==> config.mk <==
export PLATFORM = sky130hd
export DESIGN_NAME = pc_xt_ppi_keyboard_speaker
export DESIGN_NICKNAME = d
export VERILOG_FILES = /design/src/design/pcxt_pkg.sv /design/src/design/pcxt_div.sv /design/src/design/pcxt_fifo.sv /design/src/design/pc_xt_ppi_keyboard_speaker.sv
export SDC_FILE = /design/constraint.sdc
export NUM_CORES = 1
export LEC_CHECK = 0
export ABC_AREA = 1
export BUFFER_PORTS_ARGS = -buffer_cell sky130_fd_sc_hd__buf_2
export CORE_MARGIN = 3
export CORE_UTILIZATION = 25
export DETAILED_ROUTE_END_ITERATION = 12
export MAX_ROUTING_LAYER = met4
export PLACE_DENSITY_LB_ADDON = 0.1
export SLEW_MARGIN = 30
export SYNTH_ARGS = -nofsm -noshare
export SYNTH_HDL_FRONTEND = slang
export SYNTH_SLANG_ARGS = --single-unit
export TNS_END_PERCENT = 1
==> constraint.sdc <==
create_clock -name clk -period 7.7 [get_ports clk]
set_input_delay 0.77 -clock clk [delete_from_list [all_inputs] [get_ports clk]]
set_output_delay 0.77 -clock clk [all_outputs]
set_load 0.03 [all_outputs]
==> src/design/pcxt_pkg.sv <==
// shared types, codes and constants of the pc xt ppi keyboard and speaker block
// no dependencies
package pcxt_pkg;

  localparam int FIFO_DEPTH = 16;
  localparam int FIFO_AW    = (FIFO_DEPTH > 1) ? $clog2(FIFO_DEPTH) : 1;
  localparam int FIFO_CW    = $clog2(FIFO_DEPTH + 1);

  localparam int RATE_W = 18;
  localparam int TONE_W = 21;
  localparam int HALF_W = RATE_W - 1;
  localparam int CNT_W  = 32;
  localparam int VOL_W  = 15;
  localparam int SMP_W  = 16;

  localparam int DIV_STEPS = CNT_W;
  localparam int DIV_CW    = $clog2(DIV_STEPS);

  localparam logic [7:0]       KBD_RESET_CODE = 8'hAA;
  localparam logic [7:0]       CONTROL_RESET  = 8'd14;
  localparam logic [7:0]       SWITCH_RESET   = 8'h2E;
  localparam logic [VOL_W-1:0] VOLUME_RESET   = 15'd8192;
  localparam logic [7:0]       REFRESH_BIT    = 8'h10;

  typedef enum logic [2:0] {
    ACT_READ   = 3'd0,
    ACT_WRITE  = 3'd1,
    ACT_TICK   = 3'd2,
    ACT_KEY    = 3'd3,
    ACT_SAMPLE = 3'd4
  } action_t;

  typedef enum logic [1:0] {
    PORT_DATA    = 2'd0,
    PORT_CONTROL = 2'd1,
    PORT_SWITCH  = 2'd2,
    PORT_NONE    = 2'd3
  } port_t;

  typedef enum logic {
    REG_SWITCH = 1'b0,
    REG_VOLUME = 1'b1
  } cfg_reg_t;

  typedef enum logic [2:0] {
    S_IDLE,
    S_EXEC,
    S_DIV1,
    S_DIV2,
    S_DONE
  } state_t;

  typedef struct packed {
    logic push;
    logic force_wr;
    logic pop;
    logic clear;
  } fifo_cmd_t;

  typedef struct packed {
    logic empty;
    logic full;
  } fifo_stat_t;

  typedef struct packed {
    logic start;
    logic done;
  } div_ctl_t;

  typedef struct packed {
    logic signed [SMP_W-1:0] sample_value;
    logic                    key_accepted;
    logic                    turbo_on;
    logic                    speaker_on;
    logic                    speaker_changed;
    logic                    irq;
    logic [7:0]              read_data;
  } result_t;

endpackage

==> src/design/pcxt_div.sv <==
// shared restoring divider, one quotient bit per cycle
// depends on pcxt_pkg
module pcxt_div (
  input  logic                           clk,
  input  logic                           rst_n,
  input  logic                           start,
  input  logic [pcxt_pkg::CNT_W-1:0]     dividend,
  input  logic [pcxt_pkg::TONE_W-1:0]    divisor,
  output logic                           done,
  output logic [pcxt_pkg::CNT_W-1:0]     quotient
);

  logic                           busy_r, busy_nxt;
  logic                           done_r, done_nxt;
  logic [pcxt_pkg::DIV_CW-1:0]    cnt_r, cnt_nxt;
  logic [pcxt_pkg::TONE_W-1:0]    rem_r, rem_nxt;
  logic [pcxt_pkg::CNT_W-1:0]     quo_r, quo_nxt;
  logic [pcxt_pkg::TONE_W-1:0]    dvs_r, dvs_nxt;
  logic [pcxt_pkg::TONE_W:0]      trial;
  logic                           fits;

  // trial subtract of the shifted remainder
  assign trial = {rem_r, quo_r[pcxt_pkg::CNT_W-1]};
  assign fits  = (trial >= {1'b0, dvs_r});

  always_comb begin
    busy_nxt = busy_r;
    done_nxt = 1'b0;
    cnt_nxt  = cnt_r;
    rem_nxt  = rem_r;
    quo_nxt  = quo_r;
    dvs_nxt  = dvs_r;
    if (start) begin
      busy_nxt = 1'b1;
      cnt_nxt  = '0;
      rem_nxt  = '0;
      quo_nxt  = dividend;
      dvs_nxt  = divisor;
    end else if (busy_r) begin
      rem_nxt = fits ? pcxt_pkg::TONE_W'(trial - {1'b0, dvs_r})
                     : pcxt_pkg::TONE_W'(trial);
      quo_nxt = {quo_r[pcxt_pkg::CNT_W-2:0], fits};
      cnt_nxt = cnt_r + 1'b1;
      if (cnt_r == pcxt_pkg::DIV_CW'(pcxt_pkg::DIV_STEPS - 1)) begin
        busy_nxt = 1'b0;
        done_nxt = 1'b1;
      end
    end
  end

  always_ff @(posedge clk) begin
    if (!rst_n) begin
      busy_r <= 1'b0;
      done_r <= 1'b0;
      cnt_r  <= '0;
    end else begin
      busy_r <= busy_nxt;
      done_r <= done_nxt;
      cnt_r  <= cnt_nxt;
    end
    rem_r <= rem_nxt;
    quo_r <= quo_nxt;
    dvs_r <= dvs_nxt;
  end

  assign done     = done_r;
  assign quotient = quo_r;

endmodule

==> src/design/pcxt_fifo.sv <==
// scancode ring buffer with registered read of the head entry
// depends on pcxt_pkg
module pcxt_fifo (
  input  logic                  clk,
  input  logic                  rst_n,
  input  pcxt_pkg::fifo_cmd_t   cmd,
  input  logic [7:0]            wr_data,
  output pcxt_pkg::fifo_stat_t  stat,
  output logic [7:0]            rd_data
);

  localparam int AW = pcxt_pkg::FIFO_AW;

  logic [7:0]                    mem_r [pcxt_pkg::FIFO_DEPTH];
  logic [7:0]                    rd_r;
  logic [AW-1:0]                 head_r, head_nxt;
  logic [pcxt_pkg::FIFO_CW-1:0]  count_r, count_nxt;
  logic [AW:0]                   tail_sum;
  logic [AW:0]                   last_sum;
  logic [AW-1:0]                 wr_idx;
  logic                          full;

  assign full = (count_r == pcxt_pkg::FIFO_CW'(pcxt_pkg::FIFO_DEPTH));

  // sums stay below twice the depth, so one compare and subtract wraps them
  assign tail_sum = (AW+1)'(head_r) + (AW+1)'(count_r);
  assign last_sum = (AW+1)'(head_r) + (AW+1)'(pcxt_pkg::FIFO_DEPTH - 1);

  always_comb begin
    if (cmd.force_wr) begin
      wr_idx = (last_sum >= (AW+1)'(pcxt_pkg::FIFO_DEPTH))
               ? AW'(last_sum - (AW+1)'(pcxt_pkg::FIFO_DEPTH)) : AW'(last_sum);
    end else begin
      wr_idx = (tail_sum >= (AW+1)'(pcxt_pkg::FIFO_DEPTH))
               ? AW'(tail_sum - (AW+1)'(pcxt_pkg::FIFO_DEPTH)) : AW'(tail_sum);
    end
  end

  always_comb begin
    head_nxt  = head_r;
    count_nxt = count_r;
    if (cmd.clear) begin
      count_nxt = '0;
    end else if (cmd.pop) begin
      head_nxt  = (head_r == AW'(pcxt_pkg::FIFO_DEPTH - 1)) ? '0 : head_r + 1'b1;
      count_nxt = count_r - 1'b1;
    end else if (cmd.push) begin
      count_nxt = count_r + 1'b1;
    end
  end

  always_ff @(posedge clk) begin
    if (!rst_n) begin
      head_r  <= '0;
      count_r <= '0;
    end else begin
      head_r  <= head_nxt;
      count_r <= count_nxt;
    end
  end

  always_ff @(posedge clk) begin
    if (cmd.push || cmd.force_wr) begin
      mem_r[wr_idx] <= wr_data;
    end
    rd_r <= mem_r[head_r];
  end

  assign stat.empty = (count_r == '0);
  assign stat.full  = full;
  assign rd_data    = rd_r;

endmodule

==> src/design/pc_xt_ppi_keyboard_speaker.sv <==
// top level of the pc xt ppi keyboard port, control port and speaker sampler
// depends on pcxt_pkg, pcxt_div and pcxt_fifo
//
// usage
//   in_ channel: one word per bus access, timer tick, key event or sample
//   request; in_tuser carries the action, in_tdata the operands
//   out_ channel: exactly one result word per input word, in order
//   cfg_ port: apb-style, switch bits at 0x0 and tone volume at 0x4,
//   pready tied high; the user must see that it is written only while the
//   block is idle, as the block itself does not enforce this
//   reads, writes, ticks and key events pass through the exec and done
//   states to the output register; a sounding sample request runs two
//   passes of the shared divider (rate / tone, then counter / half period);
//   a silent one stops after the first pass or at once
//   in_tready is high only in the idle state, one word is worked at a time
// reset
//   synchronous, active low: all ports and flags return to their power-on
//   values, the scancode ring is emptied and the sample counter cleared
// stalls
//   the result sits in an output register; the next word is accepted while
//   it waits, and that word's result is held back until out_tready frees it
module pc_xt_ppi_keyboard_speaker (
  input  logic        clk,
  input  logic        rst_n,
  // in_tdata: port_offset[1:0], write_data[9:2], key_code[17:10],
  // force_insert[18], sample_rate[36:19], tone_hz[57:37], zero fill above
  input  logic        in_tvalid,
  output logic        in_tready,
  input  logic [63:0] in_tdata,
  // in_tuser: action[2:0]
  input  logic [2:0]  in_tuser,
  // out_tdata: read_data[7:0], irq[8], speaker_changed[9], speaker_on[10],
  // turbo_on[11], key_accepted[12], sample_value[28:13], zero fill above
  output logic        out_tvalid,
  input  logic        out_tready,
  output logic [31:0] out_tdata,
  input  logic        cfg_psel,
  input  logic        cfg_penable,
  input  logic        cfg_pwrite,
  input  logic [2:0]  cfg_paddr,
  input  logic [31:0] cfg_pwdata,
  output logic [31:0] cfg_prdata,
  output logic        cfg_pready
);

  localparam int CNT_W  = pcxt_pkg::CNT_W;
  localparam int RATE_W = pcxt_pkg::RATE_W;
  localparam int TONE_W = pcxt_pkg::TONE_W;
  localparam int HALF_W = pcxt_pkg::HALF_W;
  localparam int VOL_W  = pcxt_pkg::VOL_W;
  localparam int SMP_W  = pcxt_pkg::SMP_W;

  pcxt_pkg::state_t state_r, state_nxt;

  // accepted word, held for the whole job
  pcxt_pkg::action_t   act_r;
  pcxt_pkg::port_t     off_r;
  logic [7:0]          wdat_r;
  logic [7:0]          key_r;
  logic                frc_r;
  logic [RATE_W-1:0]   rate_r;
  logic [TONE_W-1:0]   tone_r;

  // configuration registers
  logic [7:0]          switch_bits_r, switch_bits_nxt;
  logic [VOL_W-1:0]    tone_volume_r, tone_volume_nxt;

  // architectural state
  logic [7:0]          latch_r, latch_nxt;
  logic [7:0]          control_r, control_nxt;
  logic                pending_r, pending_nxt;
  logic                turbo_r, turbo_nxt;
  logic                spk_r, spk_nxt;
  logic [CNT_W-1:0]    counter_r, counter_nxt;

  // result staging and output register
  pcxt_pkg::result_t   res_r, res_nxt;
  pcxt_pkg::result_t   out_r;
  logic                out_valid_r, out_valid_nxt;

  // shared divider and scancode ring
  pcxt_pkg::div_ctl_t   div_ctl;
  logic [CNT_W-1:0]     div_dividend;
  logic [TONE_W-1:0]    div_divisor;
  logic [CNT_W-1:0]     div_quo;
  pcxt_pkg::fifo_cmd_t  fifo_cmd;
  pcxt_pkg::fifo_stat_t fifo_stat;
  logic [7:0]           fifo_rd;

  // sequencer strobes
  logic                 accept;
  logic                 out_load;
  logic                 sample_go;
  logic [HALF_W-1:0]    half;
  logic                 half_zero;
  logic [CNT_W-1:0]     counter_inc;
  logic                 cfg_wr;
  logic                 pend_new;
  logic [SMP_W-1:0]     vol_pos;

  assign sample_go   = spk_r && (tone_r != '0);
  assign half        = div_quo[HALF_W:1];
  assign half_zero   = (half == '0);
  assign counter_inc = counter_r + 1'b1;
  assign vol_pos     = {1'b0, tone_volume_r};

  // ---------------------------------------------------------------- fsm
  always_comb begin
    state_nxt = state_r;
    unique case (state_r)
      pcxt_pkg::S_IDLE: begin
        if (in_tvalid) state_nxt = pcxt_pkg::S_EXEC;
      end
      pcxt_pkg::S_EXEC: begin
        if (act_r == pcxt_pkg::ACT_SAMPLE && sample_go) state_nxt = pcxt_pkg::S_DIV1;
        else                                              state_nxt = pcxt_pkg::S_DONE;
      end
      pcxt_pkg::S_DIV1: begin
        if (div_ctl.done) state_nxt = half_zero ? pcxt_pkg::S_DONE : pcxt_pkg::S_DIV2;
      end
      pcxt_pkg::S_DIV2: begin
        if (div_ctl.done) state_nxt = pcxt_pkg::S_DONE;
      end
      pcxt_pkg::S_DONE: begin
        if (!out_valid_r || out_tready) state_nxt = pcxt_pkg::S_IDLE;
      end
      default: state_nxt = pcxt_pkg::S_IDLE;
    endcase
  end

  // sequencer outputs
  always_comb begin
    in_tready     = (state_r == pcxt_pkg::S_IDLE);
    div_ctl.start = 1'b0;
    out_load      = 1'b0;
    unique case (state_r)
      pcxt_pkg::S_EXEC: div_ctl.start = (act_r == pcxt_pkg::ACT_SAMPLE) && sample_go;
      pcxt_pkg::S_DIV1: div_ctl.start = div_ctl.done && !half_zero;
      pcxt_pkg::S_DONE: out_load      = !out_valid_r || out_tready;
      default: ;
    endcase
  end

  assign accept = in_tvalid && in_tready;

  // first pass: rate / tone, second pass: incremented counter / half period
  assign div_dividend = (state_r == pcxt_pkg::S_EXEC) ? CNT_W'(rate_r) : counter_inc;
  assign div_divisor  = (state_r == pcxt_pkg::S_EXEC) ? tone_r : TONE_W'(half);

  pcxt_div u_div (
    .clk      (clk),
    .rst_n    (rst_n),
    .start    (div_ctl.start),
    .dividend (div_dividend),
    .divisor  (div_divisor),
    .done     (div_ctl.done),
    .quotient (div_quo)
  );

  pcxt_fifo u_fifo (
    .clk     (clk),
    .rst_n   (rst_n),
    .cmd     (fifo_cmd),
    .wr_data (key_r),
    .stat    (fifo_stat),
    .rd_data (fifo_rd)
  );

  // ------------------------------------------------------- datapath
  // keyboard reset request: already pending, or old control bits 7:6 clear and new ones not
  assign pend_new = pending_r || ((control_r[7:6] == 2'b00) && (wdat_r[7:6] != 2'b00));

  always_comb begin
    latch_nxt   = latch_r;
    control_nxt = control_r;
    pending_nxt = pending_r;
    turbo_nxt   = turbo_r;
    spk_nxt     = spk_r;
    counter_nxt = counter_r;
    res_nxt     = res_r;
    fifo_cmd    = '0;

    if (state_r == pcxt_pkg::S_EXEC) begin
      res_nxt = '0;
      unique case (act_r)
        pcxt_pkg::ACT_READ: begin
          unique case (off_r)
            pcxt_pkg::PORT_DATA: begin
              res_nxt.read_data = latch_r;
              if (pending_r) begin
                pending_nxt = 1'b0;
                latch_nxt   = '0;
              end
            end
            pcxt_pkg::PORT_CONTROL: begin
              // refresh bit toggles on every read
              control_nxt       = control_r ^ pcxt_pkg::REFRESH_BIT;
              res_nxt.read_data = control_r ^ pcxt_pkg::REFRESH_BIT;
            end
            pcxt_pkg::PORT_SWITCH: begin
              res_nxt.read_data = control_r[3] ? {4'b0, switch_bits_r[7:4]}
                                               : {4'b0, switch_bits_r[3:0]};
            end
            default: res_nxt.read_data = '0;
          endcase
        end
        pcxt_pkg::ACT_WRITE: begin
          if (off_r == pcxt_pkg::PORT_CONTROL) begin
            if ((wdat_r[1:0] == 2'b11) != spk_r) begin
              spk_nxt                 = (wdat_r[1:0] == 2'b11);
              counter_nxt             = '0;
              res_nxt.speaker_changed = 1'b1;
            end
            turbo_nxt   = wdat_r[2];
            pending_nxt = pend_new;
            if (pend_new && (latch_r != pcxt_pkg::KBD_RESET_CODE)) begin
              fifo_cmd.clear = 1'b1;
              latch_nxt      = pcxt_pkg::KBD_RESET_CODE;
              res_nxt.irq    = 1'b1;
            end
            control_nxt = wdat_r;
          end
        end
        pcxt_pkg::ACT_TICK: begin
          if (!fifo_stat.empty && !pending_r) begin
            latch_nxt    = fifo_rd;
            fifo_cmd.pop = 1'b1;
            res_nxt.irq  = 1'b1;
          end
        end
        pcxt_pkg::ACT_KEY: begin
          if (!fifo_stat.full) begin
            fifo_cmd.push        = 1'b1;
            res_nxt.key_accepted = 1'b1;
          end else if (frc_r) begin
            fifo_cmd.force_wr = 1'b1;
          end
        end
        default: ;
      endcase
      res_nxt.speaker_on = spk_nxt;
      res_nxt.turbo_on   = turbo_nxt;
    end else if (state_r == pcxt_pkg::S_DIV1) begin
      if (div_ctl.done && !half_zero) counter_nxt = counter_inc;
    end else if (state_r == pcxt_pkg::S_DIV2) begin
      // odd quotient gives the positive half of the wave
      if (div_ctl.done) begin
        res_nxt.sample_value = div_quo[0] ? vol_pos : SMP_W'(-vol_pos);
      end
    end
  end

  // ---------------------------------------------------- config port
  assign cfg_wr     = cfg_psel && cfg_penable && cfg_pwrite && cfg_pready;
  assign cfg_pready = 1'b1;

  always_comb begin
    switch_bits_nxt = switch_bits_r;
    tone_volume_nxt = tone_volume_r;
    if (cfg_wr) begin
      unique case (pcxt_pkg::cfg_reg_t'(cfg_paddr[2]))
        pcxt_pkg::REG_SWITCH: switch_bits_nxt = cfg_pwdata[7:0];
        pcxt_pkg::REG_VOLUME: tone_volume_nxt = cfg_pwdata[VOL_W-1:0];
        default: ;
      endcase
    end
  end

  assign cfg_prdata = (pcxt_pkg::cfg_reg_t'(cfg_paddr[2]) == pcxt_pkg::REG_VOLUME)
                      ? 32'(tone_volume_r) : 32'(switch_bits_r);

  // ------------------------------------------------------ output word
  always_comb begin
    out_valid_nxt = out_valid_r;
    if (out_load)                     out_valid_nxt = 1'b1;
    else if (out_valid_r && out_tready) out_valid_nxt = 1'b0;
  end

  assign out_tvalid = out_valid_r;
  assign out_tdata  = 32'(out_r);

  // ------------------------------------------------------- registers
  always_ff @(posedge clk) begin
    if (!rst_n) begin
      state_r       <= pcxt_pkg::S_IDLE;
      switch_bits_r <= pcxt_pkg::SWITCH_RESET;
      tone_volume_r <= pcxt_pkg::VOLUME_RESET;
      latch_r       <= '0;
      control_r     <= pcxt_pkg::CONTROL_RESET;
      pending_r     <= 1'b0;
      turbo_r       <= 1'b0;
      spk_r         <= 1'b0;
      counter_r     <= '0;
      out_valid_r   <= 1'b0;
    end else begin
      state_r       <= state_nxt;
      switch_bits_r <= switch_bits_nxt;
      tone_volume_r <= tone_volume_nxt;
      latch_r       <= latch_nxt;
      control_r     <= control_nxt;
      pending_r     <= pending_nxt;
      turbo_r       <= turbo_nxt;
      spk_r         <= spk_nxt;
      counter_r     <= counter_nxt;
      out_valid_r   <= out_valid_nxt;
    end
  end

  // payload registers
  always_ff @(posedge clk) begin
    if (accept) begin
      act_r  <= pcxt_pkg::action_t'(in_tuser);
      off_r  <= pcxt_pkg::port_t'(in_tdata[1:0]);
      wdat_r <= in_tdata[9:2];
      key_r  <= in_tdata[17:10];
      frc_r  <= in_tdata[18];
      rate_r <= in_tdata[36:19];
      tone_r <= in_tdata[57:37];
    end
    res_r <= res_nxt;
    if (out_load) out_r <= res_r;
  end

endmodule

# After elaboration in Yosys (flattened, before gate mapping)
# Memories as Yosys holds them, arrays and structs flattened. A register that Yosys moved wholly into a read port is not among the register bits.
# Index checks and enable logic that the tools add are counted.
# totals
ff_bits	287
ramBits	128
out_inout_bits	67
mem_count	1
# memory_table
memory	depth	word_bits	read_ports	rd_clocked_by_memory_dff	write_ports	line	source
u_fifo.mem_r	16	8	1	1	1	pcxt_fifo.sv:14	logic [7:0] mem_r [pcxt_pkg::FIFO_DEPTH];
# op_classes
addsub	11
n_lt_le_gt_ge	3
eq_ne	29
mux	68
bitwise_logic	7
n_reduce_logical	46
# ops
cell	n
$mux W32	9
$mux W8	6
$pmux W8 S3	2
$add A32 B1 Y32 const B	1
$mux W1	26
$mux W4	6
$ge A22 B21 Y1	1
$mux W21	1
$reduce_bool A21 Y1	1
$sub A21 B21 Y21	1
$mux W3	6
$logic_not A17 Y1	1
$mux W17	1
$mux W16	1
$neg A15 Y16	1
$pmux W8 S2	1
$reduce_and A4 Y1	4
$mux W15	1
$mux W5	3
$pmux W3 S5	1
$ne A2 B2 Y1 const B	7
$reduce_bool A2 Y1	7
$eq A3 B2 Y1 const B	4
$ne A2 B1 Y1 const B	6
other kinds (31)	66

# Depth between registers and ports, before layout
# depth
ltp_word	11
mapped_depth	15

# Cells and area by module
# From an unflattened synthesis, not the netlist that was laid out.
# hier_totals
hier_cells	2513
area_unflattened_um2	20883.8
# by_module_without_submodules
module	instances	cells_per_inst	area_per_inst_um2
pc_xt_ppi_keyboard_speaker	1	1178	9402.8
pcxt_fifo	1	687	6546.3
pcxt_div	1	648	4934.7

# Least setup slack after synthesis
# OpenSTA, ideal clock, no wires.
# synth_timing
path_kind	input-to-reg
startpoint	in in_tvalid
endpoint	reg act_r[0] (enable)
t_arrival_ns	3.357
setup_slack_ns	3.863
path_stages	2
n_path_buf	0
cell_sequence	inv_1 -> nor2_1
# synth_between
elab_chain_cells	1
# synth_lines
element	line	source
start, declared	pc_xt_ppi_keyboard_speaker.sv:27	input logic in_tvalid,
$logic_and A1 B1 Y1	pc_xt_ppi_keyboard_speaker.sv:144	assign accept = in_tvalid && in_tready;
named net accept	pc_xt_ppi_keyboard_speaker.sv:91	logic accept;
end signal, assigned	pc_xt_ppi_keyboard_speaker.sv:312	act_r <= pcxt_pkg::action_t'(in_tuser);
end, declared	pc_xt_ppi_keyboard_speaker.sv:56	pcxt_pkg::action_t act_r;
# The timed path passes the listed nets, and every way through them passes these cells.
# A chain may end at the register's enable or synchronous reset.

# Worst setup path after layout
# layout_timing
startpoint	reg act_r[1]
endpoint	mem u_fifo.mem_r[8][7] (enable)
# layout_between
elab_chain_cells	6
word_cells_on_any_way	7
classes_between	1 x eq/ne; 5 x mux; 1 x reduce/logical
# layout_lines
element	line	source
$eq A3 B2 Y1 *	pc_xt_ppi_keyboard_speaker.sv:185	unique case (act_r)
$mux W2 *	pc_xt_ppi_keyboard_speaker.sv:185	
$mux W4 *	pc_xt_ppi_keyboard_speaker.sv:183	if (state_r == pcxt_pkg::S_EXEC) begin
$logic_or A1 B1 Y1	pcxt_fifo.sv:63	if (cmd.push || cmd.force_wr) begin
$mux W1	pcxt_fifo.sv:63	
$mux W1 (implied by the code)	pcxt_fifo.sv:64	mem_r[wr_idx] <= wr_data;
end, declared	pcxt_fifo.sv:14	
# Every way passes the cells marked *; elsewhere a longest branch is shown, timed or not.

==> flow_metrics.py <==
metrics = {
    "run_status": {
        "status": "complete, no violations",
    },
    "setup_path": {
        "worstPathRequired_ps": 7940,
        "path_max_fanout": 8,
        "worst-r2r-cell-count": 14,
        "path_cells": "inv_1 > nor3_1 > nand3_1 > nor2_1 > inv_1 > nand2_1 > ha_1 > a21oi_1 > nand2_1 > xor2_1 > or2_2 > nand2_1 > nand2_1 > nor2_1",
        "rr_endpoint": "u_fifo.mem_r[8][7]",
        "arrival_ps": 3730,
        "r2r_start": "act_r[1]",
        "reg2reg_slack_ps": 4210,
        "critPathLaunch": "act_r[1]",
        "cp-endpoint": "u_fifo.mem_r[8][7]",
        "endpoint_kind": "register",
        "cpPeakStageDelay_ps": 700,
        "path_class": "register to register",
        "cp-start-kind": "register",
        "crit_path_frequent_cell": "nand2_1",
        "critPathSlowestCell": "nor2_1",
    },
    "global_route": {
        "grt_first_pass_wirelength_mm": 87.9,
        "gr-total-overflow": 0,
        "grt_usage_pct": 14.1,
        "grt_max_degree": 70,
        "grt_pass1_vias": 14800,
        "antenna_found_initial": 4,
    },
    "sta": {
        "max_freq_mhz": 286,
        "maxSlewViolCount": 0,
        "hold_viol": 0,
        "skew_ps": 29.9,
        "setup_viol": 0,
        "tightest_slew_ps": 1010,
        "period_share_pct": 45.4,
        "rsz0062_at_grt": "no",
        "layout_min_cycle_time_ps": 3490,
        "slew_headroom_pct": 32.2,
        "tns_ps": 0,
    },
    "place": {
        "gp_congestion": 0.849,
        "post_dp_cell_area_mm2": 0.0212,
        "hpwlAfterDp_mm": 39.5,
        "port_buffers": 129,
    },
    "die": {
        "die_w_um": 286,
        "rows": 101,
        "core_area_mm2": 0.0767,
        "start_util_pct": 25.5,
        "ios": 176,
        "dieArea_mm2": 0.0816,
        "fp.dieH_um": 286,
    },
    "clock_network": {
        "cts.sinks": 423,
        "cts_tree": "yes",
        "htree_num_levels": 2,
        "ctsHoldBuffers": 0,
        "clkLatencyLatePin_ps": 610,
        "numCtsBuffers": 51,
        "clk_pin_slew_worst_paths_ps": 60,
        "clockRootBuffer": "clkbuf_16",
        "post_cts_buffers": 0,
        "cts-resized-gates": 0,
        "clock_tree.buffer_depth": 3,
    },
    "yosys": {
        "yosys_warnings": 0,
        "synthCells": 2176,
        "yosysMostFrequentCell": "nand2_1",
        "yosysSeqAreaShare_pct": 57.9,
        "synth.avg_cell_area_um2": 8.98,
        "synth-edff-count": 284,
        "ys_ff_latch": 423,
        "yosys-top-cells-count": "nand2_1 (457), edfxtp_1 (284), nor2_1 (269), inv_1 (234), o21ai_0 (177)",
        "synth_flop_cell": "edfxtp_1",
        "yosys.area.top_type": "edfxtp_1",
        "netlist_area_mm2": 0.0196,
        "synth_top_area_share_pct": 43.6,
        "synth.distinct_cells": 45,
        "synthTopCellsByArea": "edfxtp_1 (44%), dfxtp_1 (14%), nand2_1 (8.8%)",
        "async_reset_ff_share_pct": 0,
    },
    "route": {
        "initialDrtViolationCount": 972,
        "viasPerCell": 4.44,
        "drc": 0,
        "drtPass1Iterations": 5,
        "drt-wirelength-per-cell_um": 16.9,
        "wl_mm": 57.1,
        "via_count": 14900,
        "antenna_left": 0,
    },
    "power": {
        "power.density_mw_per_mm2": 248,
        "leakagePower_nw": 9.13,
        "ir_worst_vdd_mv": 0.150,
    },
    "min_path": {
        "hp-class": "input pin to register",
    },
    "layout": {
        "drive_gt1_share_pct": 10.8,
        "area_growth_pct": 16.8,
        "design_area_mm2": 0.0228,
        "finalNetCount": 2436,
        "n_fill_cell": 8168,
        "fin_util_pct": 29.8,
    },
    "flow_run": {
        "drv_cap": 0,
    },
}
-- how the worst min path moves through the flow --
| stage | start | endpoint | slack, ps | depth (start not counted) |
|---|---|---|---|---|
| after floorplan | res_r[0] | out_tdata[0] | 400 | 0 |
| after global placement | res_r[10] | out_tdata[10] | 410 | 0 |
| after detailed placement | res_r[1] | out_tdata[1] | 410 | 0 |
| after CTS | in_tdata[13] | key_r[3] | 270 | 1 |
| after global routing | in_tdata[11] | key_r[1] | 280 | 1 |
| final | in_tdata[11] | key_r[1] | 330 | 1 |
-- where the power goes --
group          total, mW  internal (mW)  switching, mW
combinational      0.685          0.211          0.474
sequential          2.62           2.55         0.0728
clock               2.36           1.37          0.987
total               5.66           4.13           1.53
-- cells by family (layout without fill, tap and decap cells) --
logic type | after synthesis | in the layout | share of synthesized area [%]
buffers and inverters | 343 | 483 | 7.37
DFF | 423 | 423 | 57.9
and+or+nand+nor | 950 | 950 | 20.1
AOI/OAI and AO/OA | 402 | 402 | 11.3
adders and majority gates | 35 | 35 | 2.36
other | 2 | 25 | 0.0384
xor gates and xnor gates | 21 | 21 | 0.941
-- flip-flops by register name, summed over array words and instances (netlist names), 5 cells and up --
register	cells
control_r	8
u_div.cnt_r	5
wdat_r	8
u_div.rem_r	21
tone_r	21
switch_bits_r	8
latch_r	8
out_tdata	29
u_fifo.mem_r	128
counter_r	32
res_r	29
u_fifo.count_r	5
key_r	8
u_div.dvs_r	21
u_div.quotient	32
u_fifo.rd_data	8
rate_r	18
tone_volume_r	15
-- per-layer routing --
metal | track usage [%] | vias to the layer above | share of wire (%)
li1 | - | 7528 | -
met1 | 19.0 | 7053 | 49
met2 | 22.3 | 292 | 45
met5 | - | - | 0
met4 | 3.11 | 0 | 1.7
met3 | 2.54 | 71 | 4.1
-- through the flow --
stage | cells | power (mW) | hold slack, ps | setup WS [ps]
after global routing | 3369 | 5.95 | 285 | 3860
final | 3369 | 5.66 | 327 | 4210
after floorplan | 2195 | 3.14 | 400 | 3860
after detailed placement | 3268 | 3.36 | 405 | 4200
after global placement | 3268 | 3.36 | 409 | 4170
after CTS | 3364 | 5.77 | 268 | 4220
-- final cells by class --
type	instances	area [µm²]	area share [%]
multi-input cells	1429	6890	30.2
clock inverters	23	244	1.07
diodes	4	10.0	0.0438
repair buffers	146	793	3.47
flip-flops and latches	423	11300	49.5
clock buffers	73	1400	6.12
inverters	241	906	3.97
well taps	1030	1290	5.64
-- cell usage in the layout (no fill, tap or decap), types with 5 or more instances in the layout --
| cell | netlist | layout |
|---|---|---|
| nand2_2 | 4 | 6 |
| edfxtp_1 | 284 | 284 |
| clkbuf_16 | 0 | 51 |
| a31oi_1 | 20 | 20 |
| nand4_1 | 14 | 14 |
| nand2_1 | 457 | 455 |
| conb_1 | 2 | 21 |
| o21ai_1 | 31 | 31 |
| o21ai_0 | 177 | 177 |
| ha_1 | 32 | 32 |
| dfxtp_1 | 139 | 138 |
| buf_4 | 24 | 16 |
| nor3_1 | 33 | 33 |
| clkinv_2 | 0 | 8 |
| inv_2 | 5 | 6 |
| inv_1 | 234 | 232 |
| clkinv_1 | 2 | 11 |
| buf_2 | 24 | 129 |
| o22ai_1 | 41 | 41 |
| o211ai_1 | 5 | 5 |
| nand3b_1 | 9 | 9 |
| nor2_2 | 4 | 6 |
| nor2_1 | 269 | 266 |
| clkbuf_1 | 47 | 18 |
| xor2_1 | 14 | 14 |
| a211oi_2 | 8 | 8 |
| a21oi_1 | 102 | 102 |
| xnor2_1 | 7 | 7 |
| nand3_1 | 149 | 149 |
-- worst max-delay path: cells and delay by family (launching register included) --
kind	cells	cell delay, ps
buffers and inverters	2	180
DFF	1	440
AOI/OAI and AO/OA	1	130
xor gates and xnor gates	1	150
and+or+nand+nor	9	1940
adders and majority gates	1	280
Note: power is estimated with default switching activity, not from simulation.
